$ cat src/gfli_pkg.sv
// Shared types and constants for the linear-interpolation gap filler.
package gfli_pkg;

  localparam int SAMPLE_BITS_DEF = 24;
  localparam int SERIES_MAX_DEF  = 64;

  // time_index field width; positions never exceed 63
  localparam int IDX_BITS = 6;
  // gap length reaches 63 and run count reaches 64
  localparam int GAP_BITS = IDX_BITS + 1;

  typedef enum logic [1:0] {
    ST_IDLE,
    ST_DIV,
    ST_FLAT,
    ST_INTERP
  } state_t;

endpackage

$ cat src/gfli_in_if.sv
// Sample channel: valid/ready with sample, missing flag and end flag.
interface gfli_in_if #(
  parameter int SAMPLE_BITS = gfli_pkg::SAMPLE_BITS_DEF
);
  logic                          valid;
  logic                          ready;
  logic signed [SAMPLE_BITS-1:0] sample;
  logic                          is_missing;
  logic                          end_of_series;

  modport source (output valid, output sample, output is_missing, output end_of_series,
                  input ready);
  modport sink   (input valid, input sample, input is_missing, input end_of_series,
                  output ready);
endinterface

$ cat src/gfli_out_if.sv
// Result channel: valid/ready with corrected value, position and last flag.
interface gfli_out_if #(
  parameter int SAMPLE_BITS = gfli_pkg::SAMPLE_BITS_DEF
);
  logic                              valid;
  logic                              ready;
  logic signed [SAMPLE_BITS-1:0]     value;
  logic [gfli_pkg::IDX_BITS-1:0]     time_index;
  logic                              run_last;

  modport source (output valid, output value, output time_index, output run_last,
                  input ready);
  modport sink   (input valid, input value, input time_index, input run_last,
                  output ready);
endinterface

$ cat src/gfli_div.sv
// Restoring unsigned divider, one quotient bit per cycle.
module gfli_div #(
  parameter int NUM_W = gfli_pkg::SAMPLE_BITS_DEF + 1,
  parameter int DEN_W = gfli_pkg::GAP_BITS
) (
  input  logic             clk,
  input  logic             rst,
  input  logic             start,
  input  logic [NUM_W-1:0] num,
  input  logic [DEN_W-1:0] den,
  output logic             done,
  output logic [NUM_W-1:0] quo,
  output logic [DEN_W-1:0] rem
);

  localparam int CW = $clog2(NUM_W + 1);

  logic             busy;
  logic [CW-1:0]    cnt;
  logic [DEN_W-1:0] den_r;
  logic [DEN_W:0]   trial;
  logic [DEN_W:0]   diff;
  logic             ge;

  assign trial = {rem, quo[NUM_W-1]};
  assign ge    = trial >= {1'b0, den_r};
  assign diff  = trial - {1'b0, den_r};

  always_ff @(posedge clk) begin
    if (rst) begin
      busy <= 1'b0;
      done <= 1'b0;
      cnt  <= '0;
    end else begin
      done <= 1'b0;
      if (start) begin
        busy <= 1'b1;
        cnt  <= CW'(NUM_W);
      end else if (busy) begin
        cnt <= cnt - CW'(1);
        if (cnt == CW'(1)) begin
          busy <= 1'b0;
          done <= 1'b1;
        end
      end
    end
  end

  // numerator shifts out the top while quotient bits enter the bottom
  always_ff @(posedge clk) begin
    if (start) begin
      quo   <= num;
      rem   <= '0;
      den_r <= den;
    end else if (busy) begin
      quo <= {quo[NUM_W-2:0], ge};
      rem <= ge ? diff[DEN_W-1:0] : trial[DEN_W-1:0];
    end
  end

endmodule

$ cat src/gap_fill_linear_interp.sv
// Top level: gap filler that repairs missing samples by linear interpolation.
// A valid sample after no gap passes the flat state and then the output register.
// A sample that closes a gap of g runs through the serial divider, then gives g+1 results.
// Throughput: one result per cycle while draining, unless the output stalls; no new sample is
// taken until a run is sent. The serial divider sets the cost of each gap.
// Reset (rst, synchronous): series state, sequencer and output register clear; idle at once.
module gap_fill_linear_interp #(
  parameter int SAMPLE_BITS = gfli_pkg::SAMPLE_BITS_DEF,
  parameter int SERIES_MAX  = gfli_pkg::SERIES_MAX_DEF
) (
  input logic       clk,
  input logic       rst,
  gfli_in_if.sink   raw,
  gfli_out_if.source cleaned
);

  localparam int ACC_W = SAMPLE_BITS + 1;       // difference of two samples
  localparam int IW    = gfli_pkg::IDX_BITS;
  localparam int GW    = gfli_pkg::GAP_BITS;
  localparam logic [IW-1:0] LAST_POS = IW'(SERIES_MAX - 1);

  // ---------------------------------------------------------------------------
  // Series state: last valid value, whether one was seen, current missing run,
  // position of the next sample.
  // ---------------------------------------------------------------------------
  gfli_pkg::state_t state, state_next;

  logic signed [SAMPLE_BITS-1:0] last_valid;
  logic                          seen_valid;
  logic [GW-1:0]                 gap_length;
  logic [IW-1:0]                 position;

  // Working registers of the request being drained.
  logic signed [SAMPLE_BITS-1:0] hold_val;   // flat value, or closing sample
  logic signed [SAMPLE_BITS-1:0] base;       // previous valid value
  logic [GW-1:0]                 left;       // results still to send
  logic [IW-1:0]                 idx;        // time index of next result
  logic [GW-1:0]                 den;        // gap + 1
  logic                          diff_neg;
  logic signed [ACC_W-1:0]       step_q;     // signed quotient per step
  logic [GW-1:0]                 step_r;     // remainder per step
  logic signed [ACC_W-1:0]       acc;        // trunc(k*diff/den) for current k
  logic [GW-1:0]                 acc_r;      // matching remainder

  // Output register.
  logic                          out_valid;
  logic signed [SAMPLE_BITS-1:0] out_value;
  logic [IW-1:0]                 out_index;
  logic                          out_last;

  // Divider link.
  logic             div_start;
  logic             div_done;
  logic [ACC_W-1:0] div_quo;
  logic [GW-1:0]    div_rem;

  logic                          accept;
  logic                          end_eff;
  logic signed [ACC_W-1:0]       diff;
  logic [ACC_W-1:0]              diff_mag;
  logic                          slot_free;
  logic                          emit;
  logic                          final_one;
  logic signed [ACC_W-1:0]       interp_sum;
  logic signed [SAMPLE_BITS-1:0] emit_val;
  logic [GW-1:0]                 sum_r;
  logic                          wrap;
  logic signed [ACC_W-1:0]       wrap_step;
  logic signed [ACC_W-1:0]       acc_next;

  assign raw.ready = (state == gfli_pkg::ST_IDLE);
  assign accept    = raw.valid && raw.ready;

  // Forced end at the last slot of a series.
  assign end_eff = raw.end_of_series || (position == LAST_POS);

  assign diff     = ACC_W'(raw.sample) - ACC_W'(last_valid);
  assign diff_mag = diff[ACC_W-1] ? ACC_W'(-diff) : ACC_W'(diff);

  assign slot_free = !out_valid || cleaned.ready;
  assign final_one = (left == GW'(1));

  // Fill value: prev + trunc(k*diff/den); the last result of a run is the sample itself.
  assign interp_sum = ACC_W'(base) + acc;
  assign emit_val   = (state == gfli_pkg::ST_INTERP && !final_one)
                      ? SAMPLE_BITS'(interp_sum) : hold_val;

  // Step k -> k+1: add quotient, carry one more unit when the remainders overflow den.
  assign sum_r     = acc_r + step_r;
  assign wrap      = sum_r >= den;
  assign wrap_step = wrap ? (diff_neg ? -ACC_W'(1) : ACC_W'(1)) : '0;
  assign acc_next  = acc + step_q + wrap_step;

  // ---------------------------------------------------------------------------
  // Sequencer
  // ---------------------------------------------------------------------------
  always_comb begin
    state_next = state;
    emit       = 1'b0;
    div_start  = 1'b0;
    unique case (state)
      gfli_pkg::ST_IDLE: begin
        if (accept) begin
          if (raw.is_missing) begin
            if (end_eff) state_next = gfli_pkg::ST_FLAT;
          end else if (gap_length != '0 && seen_valid) begin
            div_start  = 1'b1;
            state_next = gfli_pkg::ST_DIV;
          end else begin
            state_next = gfli_pkg::ST_FLAT;
          end
        end
      end
      gfli_pkg::ST_DIV: begin
        if (div_done) state_next = gfli_pkg::ST_INTERP;
      end
      gfli_pkg::ST_FLAT, gfli_pkg::ST_INTERP: begin
        if (slot_free) begin
          emit = 1'b1;
          if (final_one) state_next = gfli_pkg::ST_IDLE;
        end
      end
    endcase
  end

  always_ff @(posedge clk) begin
    if (rst) begin
      state      <= gfli_pkg::ST_IDLE;
      last_valid <= '0;
      seen_valid <= 1'b0;
      gap_length <= '0;
      position   <= '0;
      out_valid  <= 1'b0;
    end else begin
      state <= state_next;
      if (accept) begin
        if (end_eff) begin
          last_valid <= '0;
          seen_valid <= 1'b0;
          gap_length <= '0;
          position   <= '0;
        end else if (raw.is_missing) begin
          gap_length <= gap_length + GW'(1);
          position   <= position + IW'(1);
        end else begin
          last_valid <= raw.sample;
          seen_valid <= 1'b1;
          gap_length <= '0;
          position   <= position + IW'(1);
        end
      end
      if (emit)               out_valid <= 1'b1;
      else if (cleaned.ready) out_valid <= 1'b0;
    end
  end

  // Working and output payload; no reset needed.
  always_ff @(posedge clk) begin
    if (accept) begin
      // Every result run starts at position - gap and counts gap + 1.
      hold_val <= raw.is_missing ? (seen_valid ? last_valid : '0) : raw.sample;
      left     <= gap_length + GW'(1);
      idx      <= position - gap_length[IW-1:0];
      base     <= last_valid;
      den      <= gap_length + GW'(1);
      diff_neg <= diff[ACC_W-1];
    end
    if (div_done) begin
      step_q <= diff_neg ? -$signed(div_quo) : $signed(div_quo);
      acc    <= diff_neg ? -$signed(div_quo) : $signed(div_quo);
      step_r <= div_rem;
      acc_r  <= div_rem;
    end
    if (emit) begin
      left      <= left - GW'(1);
      idx       <= idx + IW'(1);
      out_value <= emit_val;
      out_index <= idx;
      out_last  <= final_one;
      if (state == gfli_pkg::ST_INTERP) begin
        acc   <= acc_next;
        acc_r <= wrap ? GW'(sum_r - den) : sum_r;
      end
    end
  end

  assign cleaned.valid      = out_valid;
  assign cleaned.value      = out_value;
  assign cleaned.time_index = out_index;
  assign cleaned.run_last   = out_last;

  function automatic logic [GW-1:0] den_length_for_div(input logic [GW-1:0] g);
    den_length_for_div = g + GW'(1);
  endfunction

  // |diff| / (gap + 1), once per gap
  gfli_div #(
    .NUM_W (ACC_W),
    .DEN_W (GW)
  ) u_div (
    .clk   (clk),
    .rst   (rst),
    .start (div_start),
    .num   (diff_mag),
    .den   (den_length_for_div(gap_length)),
    .done  (div_done),
    .quo   (div_quo),
    .rem   (div_rem)
  );

  // ---------------------------------------------------------------------------
  // Checks
  // ---------------------------------------------------------------------------
  a_valid_gives_result: assert property (@(posedge clk) disable iff (rst)
    accept && !raw.is_missing |=> state != gfli_pkg::ST_IDLE)
    else $error("valid sample produced no result run");

  a_div_done_in_div: assert property (@(posedge clk) disable iff (rst)
    div_done |-> state == gfli_pkg::ST_DIV)
    else $error("divider finished outside the divide step");

  a_emit_count: assert property (@(posedge clk) disable iff (rst)
    emit |-> left != '0)
    else $error("result sent with empty run count");

  a_fill_bounded: assert property (@(posedge clk) disable iff (rst)
    emit && state == gfli_pkg::ST_INTERP && !final_one |->
      (diff_neg && emit_val <= base && emit_val >= hold_val) ||
      (!diff_neg && emit_val >= base && emit_val <= hold_val))
    else $error("interpolated value outside its end points");

  a_position_step: assert property (@(posedge clk) disable iff (rst)
    accept && !end_eff |=> position == $past(position) + IW'(1))
    else $error("position did not advance");

endmodule
$ cat src/flat_wrapper.sv
// flat-port wrapper written by rule: the top's interface ports become plain ports
module gap_fill_linear_interp_flat 
#(
  parameter int SAMPLE_BITS = gfli_pkg::SAMPLE_BITS_DEF,
  parameter int SERIES_MAX  = gfli_pkg::SERIES_MAX_DEF
)
  (clk, rst, raw_valid, raw_sample, raw_is_missing, raw_end_of_series, raw_ready, cleaned_valid, cleaned_value, cleaned_time_index, cleaned_run_last, cleaned_ready);
  gfli_in_if #(.SAMPLE_BITS(SAMPLE_BITS)) raw_i ();
  gfli_out_if #(.SAMPLE_BITS(SAMPLE_BITS)) cleaned_i ();
  input logic clk;
  input logic rst;
  input wire logic [$bits(raw_i.valid)-1:0] raw_valid;
  input wire logic [$bits(raw_i.sample)-1:0] raw_sample;
  input wire logic [$bits(raw_i.is_missing)-1:0] raw_is_missing;
  input wire logic [$bits(raw_i.end_of_series)-1:0] raw_end_of_series;
  output wire logic [$bits(raw_i.ready)-1:0] raw_ready;
  output wire logic [$bits(cleaned_i.valid)-1:0] cleaned_valid;
  output wire logic [$bits(cleaned_i.value)-1:0] cleaned_value;
  output wire logic [$bits(cleaned_i.time_index)-1:0] cleaned_time_index;
  output wire logic [$bits(cleaned_i.run_last)-1:0] cleaned_run_last;
  input wire logic [$bits(cleaned_i.ready)-1:0] cleaned_ready;
  assign raw_i.valid = raw_valid;
  assign raw_i.sample = raw_sample;
  assign raw_i.is_missing = raw_is_missing;
  assign raw_i.end_of_series = raw_end_of_series;
  assign raw_ready = raw_i.ready;
  assign cleaned_valid = cleaned_i.valid;
  assign cleaned_value = cleaned_i.value;
  assign cleaned_time_index = cleaned_i.time_index;
  assign cleaned_run_last = cleaned_i.run_last;
  assign cleaned_i.ready = cleaned_ready;
  gap_fill_linear_interp #(.SAMPLE_BITS(SAMPLE_BITS), .SERIES_MAX(SERIES_MAX)) u_core (.clk(clk), .rst(rst), .raw(raw_i), .cleaned(cleaned_i));
endmodule
$ cat config.mk
export PLATFORM = sky130hd
export DESIGN_NAME = gap_fill_linear_interp_flat
export DESIGN_NICKNAME = d
export VERILOG_FILES = /design/src/gfli_pkg.sv /design/src/gfli_in_if.sv /design/src/gfli_out_if.sv /design/src/gfli_div.sv /design/src/gap_fill_linear_interp.sv /design/src/flat_wrapper.sv
export SDC_FILE = /design/constraint.sdc
export NUM_CORES = 1
export LEC_CHECK = 0
export BUFFER_PORTS_ARGS = -buffer_cell sky130_fd_sc_hd__buf_2
export CORE_ASPECT_RATIO = 1.75
export CORE_MARGIN = 8
export CORE_UTILIZATION = 63
export DETAILED_ROUTE_END_ITERATION = 8
export PLACE_DENSITY = 0.81
export SYNTH_ARGS = -nofsm -noshare
export SYNTH_HDL_FRONTEND = slang
export SYNTH_SLANG_ARGS = --single-unit
$ cat constraint.sdc
create_clock -name clk -period 6.3 [get_ports clk]
set_clock_uncertainty 0.1 [all_clocks]
set_input_delay 1.575 -clock clk [delete_from_list [all_inputs] [get_ports clk]]
set_output_delay 1.575 -clock clk [all_outputs]
set_load 0.05 [all_outputs]
==> impl_metrics.json <==
{
  "use_met3": 0.0328,
  "tritoncts": "built",
  "finalSetupTns_ns": 0,
  "syn-num-nets": 1770,
  "final_period_minus_worst_setup_slack_ns": 5.70,
  "place.detailed.hpwl_um": 28100,
  "drc": 0,
  "synth_area_um2": 15500,
  "routed-via-count": 12000,
  "grt_max_degree": 68,
  "gr-total-overflow": 0,
  "grt_setup_unrepaired": "false",
  "ios": 63,
  "slew_headroom": 0.170,
  "achievable-frequency_mhz": 175,
  "clk_root_buffer_cell": "sky130_fd_sc_hd__clkbuf_16",
  "gpl.final_weighted_congestion": 0.922,
  "grt_max_usage_layer": "met2",
  "insertedDiodeCount": 0,
  "post-synth-top-count-cell": "sky130_fd_sc_hd__edfxtp_1",
  "drive_above_1_share": 0.0891,
  "seq_area_frac_synth": 0.425,
  "hold_viol_final": 0,
  "internal_power_w": 0.00322,
  "clk_transition_reported_paths_ns": 0.07,
  "grt_util_all_layers": 0.247,
  "floorplan.die_area_um2": 30200,
  "ys_types": 77,
  "synth_area_per_cell_um2": 9.68,
  "cp-start-kind": "flop",
  "detailedRoute.firstIterationViolations": 863,
  "synth.top_cells.by_count": "163 x sky130_fd_sc_hd__edfxtp_1, 134 x sky130_fd_sc_hd__nand2_1, 132 x sky130_fd_sc_hd__inv_1",
  "hold_path_class": "flop to flop",
  "synth_async_sr_flop_share": 0,
  "wirelength_um": 37500,
  "core_region_area_um2": 24400,
  "synth-seq-cells": 249,
  "drv.max_cap_violation_count": 0,
  "cells_after_synthesis": 1606,
  "crit_path_end_kind": "flop",
  "initial_utilization": 0.636,
  "required_ns": 6.60,
  "avgRoutedWirePerCell_um": 19.0,
  "grt_pass1_wl_um": 59800,
  "power.switching_fraction": 0.313,
  "timing.setup.critical_path_class": "flop to flop",
  "power.density_cell_area_nw_per_um2": 277,
  "grt_antenna_before_repair": 0,
  "finalSetupViolations": 0,
  "final_max_slew_viol_count": 0,
  "drt_first_pass_iters": 6,
  "final_antenna_net_count": 0,
  "switch_pwr_w": 0.00146,
  "power_leakage_nw": 6.99,
  "synth_enable_flop_cells": 163,
  "clock_power_share": 0.329,
  "worstPathArrival_ns": 6.00,
  "number_of_clock_buffers_inserted_by_tritoncts": 24,
  "outcome": "completed",
  "cts.path.max_buffers": 3,
  "max-vdd-ir-drop_uv": 275,
  "final.period_utilization": 0.905,
  "clk-insertion-delay-late_ns": 0.54,
  "synth-warning-count": 0,
  "nNetsFinal": 1808,
  "numClockSinks": 249,
  "area_growth_pct": 8.78,
  "synthTopCellsByArea": "sky130_fd_sc_hd__edfxtp_1 31%, sky130_fd_sc_hd__dfxtp_1 11%, sky130_fd_sc_hd__ha_1 10%",
  "share_seq_of_total_power": 0.416,
  "count_of_buffers_from_port_buffering": 62,
  "synth_top_area_share": 0.315,
  "floorplan.die.height_um": 224,
  "met1_usage": 0.273,
  "grt_pass1_vias": 11900,
  "post-synth-top-area-cell": "sky130_fd_sc_hd__edfxtp_1",
  "detail_route.vias_per_cell": 6.09,
  "whs_ns": 0.387,
  "synth_flop_cell": "sky130_fd_sc_hd__edfxtp_1",
  "worst-path-max-fanout": 13,
  "groute.layer.met2.usage": 0.449,
  "cts.htree.levels": 1,
  "fp-row-count": 76,
  "combinational_power_share": 0.256,
  "chipWidth_um": 135,
  "worst-slew-pin-transition_ns": 1.25
}
-- metrics by stage --
stage	std cells	setup slack (ns)	utilization	power, W	area (µm²)
3_3_place_gp	1930	0.743	0.658	0.00312	16100
3_5_place_dp	1930	0.590	0.658	0.00316	16100
2_1_floorplan	1606	0.922	-	0.00288	15500
6_report	1973	0.597	0.692	0.00469	16900
4_1_cts	1973	0.545	0.692	0.00469	16900
5_1_grt	1973	0.103	0.692	0.00489	16900
-- registers in the layout, summed over array words and instances, names as in the netlist, 7 cells and up --
signal / count
u_core.acc: 24
u_core.acc_r: 7
u_core.base: 24
u_core.cleaned.value: 24
u_core.den: 7
u_core.gap_length: 7
u_core.hold_val: 24
u_core.last_valid: 24
u_core.left: 7
u_core.step_q: 24
u_core.step_r: 7
u_core.u_div.den_r: 7
u_core.u_div.quo: 25
u_core.u_div.rem: 7
-- power by group through the flow --
stage / logic (W) / clock network [W] / registers [W]
floorplan: 0.000863 / 0 / 0.00202
global placement: 0.00114 / 0 / 0.00198
detailed placement: 0.00118 / 0 / 0.00198
CTS: 0.00119 / 0.00155 / 0.00195
global route: 0.00132 / 0.00161 / 0.00196
finish: 0.00120 / 0.00154 / 0.00195
-- placed cells by master (no fill, tap or decap), drive strengths merged, types with 9 or more instances in the layout --
cell    count
buf        73
ha        126
nor2       91
or2        13
nor3       28
o21a        9
or3        11
nand2b     14
dfxtp      86
nand3      48
xor2       71
xnor2      92
a211oi     16
a22o       24
a21o       66
nor2b      12
inv       139
clkinv      9
mux2i      28
o31ai      13
o21ai     133
clkbuf     25
a21oi      97
nand2     134
a31oi      14
o211ai     18
edfxtp    163
-- cells by family after synthesis --
logic type	synth area share
XOR/XNOR	0.0918
AO/OA/AOI/OAI	0.180
multiplexers	0.0209
AND/OR/NAND/NOR	0.119
buffers and inverters	0.0509
flip-flops	0.425
adder cells (fa/ha/maj)	0.112
-- final timing paths --
kind	from	endpoint	slack, ns	depth (start not counted)
worst min-delay path	u_core.idx[5]	u_core.cleaned.time_index[5]	0.39	0
worst max-delay path	u_core.acc_r[0]	u_core.acc[19]	0.60	26
worst min register to register	u_core.idx[5]	u_core.cleaned.time_index[5]	0.39	0
worst max register to register	u_core.acc_r[0]	u_core.acc[19]	0.60	26
-- worst max-delay path, stage by stage (launching register included) --
cell                       delay (ns)
sky130_fd_sc_hd__dfxtp_1         0.35
sky130_fd_sc_hd__ha_1            0.19
sky130_fd_sc_hd__inv_1           0.06
sky130_fd_sc_hd__fa_1            0.51
sky130_fd_sc_hd__inv_1           0.08
sky130_fd_sc_hd__ha_1            0.29
sky130_fd_sc_hd__nor2b_1         0.14
sky130_fd_sc_hd__o21ai_0         0.21
sky130_fd_sc_hd__a31oi_1         0.11
sky130_fd_sc_hd__o21ai_0         0.16
sky130_fd_sc_hd__nand2b_1        0.10
sky130_fd_sc_hd__a21o_1          0.19
sky130_fd_sc_hd__a21o_1          0.33
sky130_fd_sc_hd__fa_1            0.44
sky130_fd_sc_hd__ha_1            0.24
sky130_fd_sc_hd__inv_1           0.08
sky130_fd_sc_hd__fa_1            0.20
sky130_fd_sc_hd__nor2b_1         0.06
sky130_fd_sc_hd__o21ai_1         0.14
sky130_fd_sc_hd__a21oi_1         0.13
sky130_fd_sc_hd__o31ai_2         0.29
sky130_fd_sc_hd__a21oi_1         0.17
sky130_fd_sc_hd__a31oi_1         0.38
sky130_fd_sc_hd__o21ai_0         0.16
sky130_fd_sc_hd__a21oi_1         0.19
sky130_fd_sc_hd__xor2_1          0.18
sky130_fd_sc_hd__o21ai_1         0.07
-- what timing repair did --
action	in CTS	in global routing
setup buffers	0	0
endpoints found under the setup margin	0	2
hold buffers	0	0
gates resized for setup	0	1
-- routing by layer --
metal,vias to the layer above,share of wire
met5,-,0
met2,365,0.53
met4,0,0.048
met1,5719,0.37
met3,102,0.050
li1,5828,-
-- final cells by class --
type / count / area [µm²]
Clock buffer: 25 / 626
Clock inverter: 18 / 210
Fill cell: 1852 / 7520
Inverter: 137 / 514
Multi-Input combinational cell: 1159 / 8160
Sequential cell: 249 / 6620
Tap cell: 312 / 390
Timing Repair Buffer: 73 / 393
(Power assumes the default switching activity.)
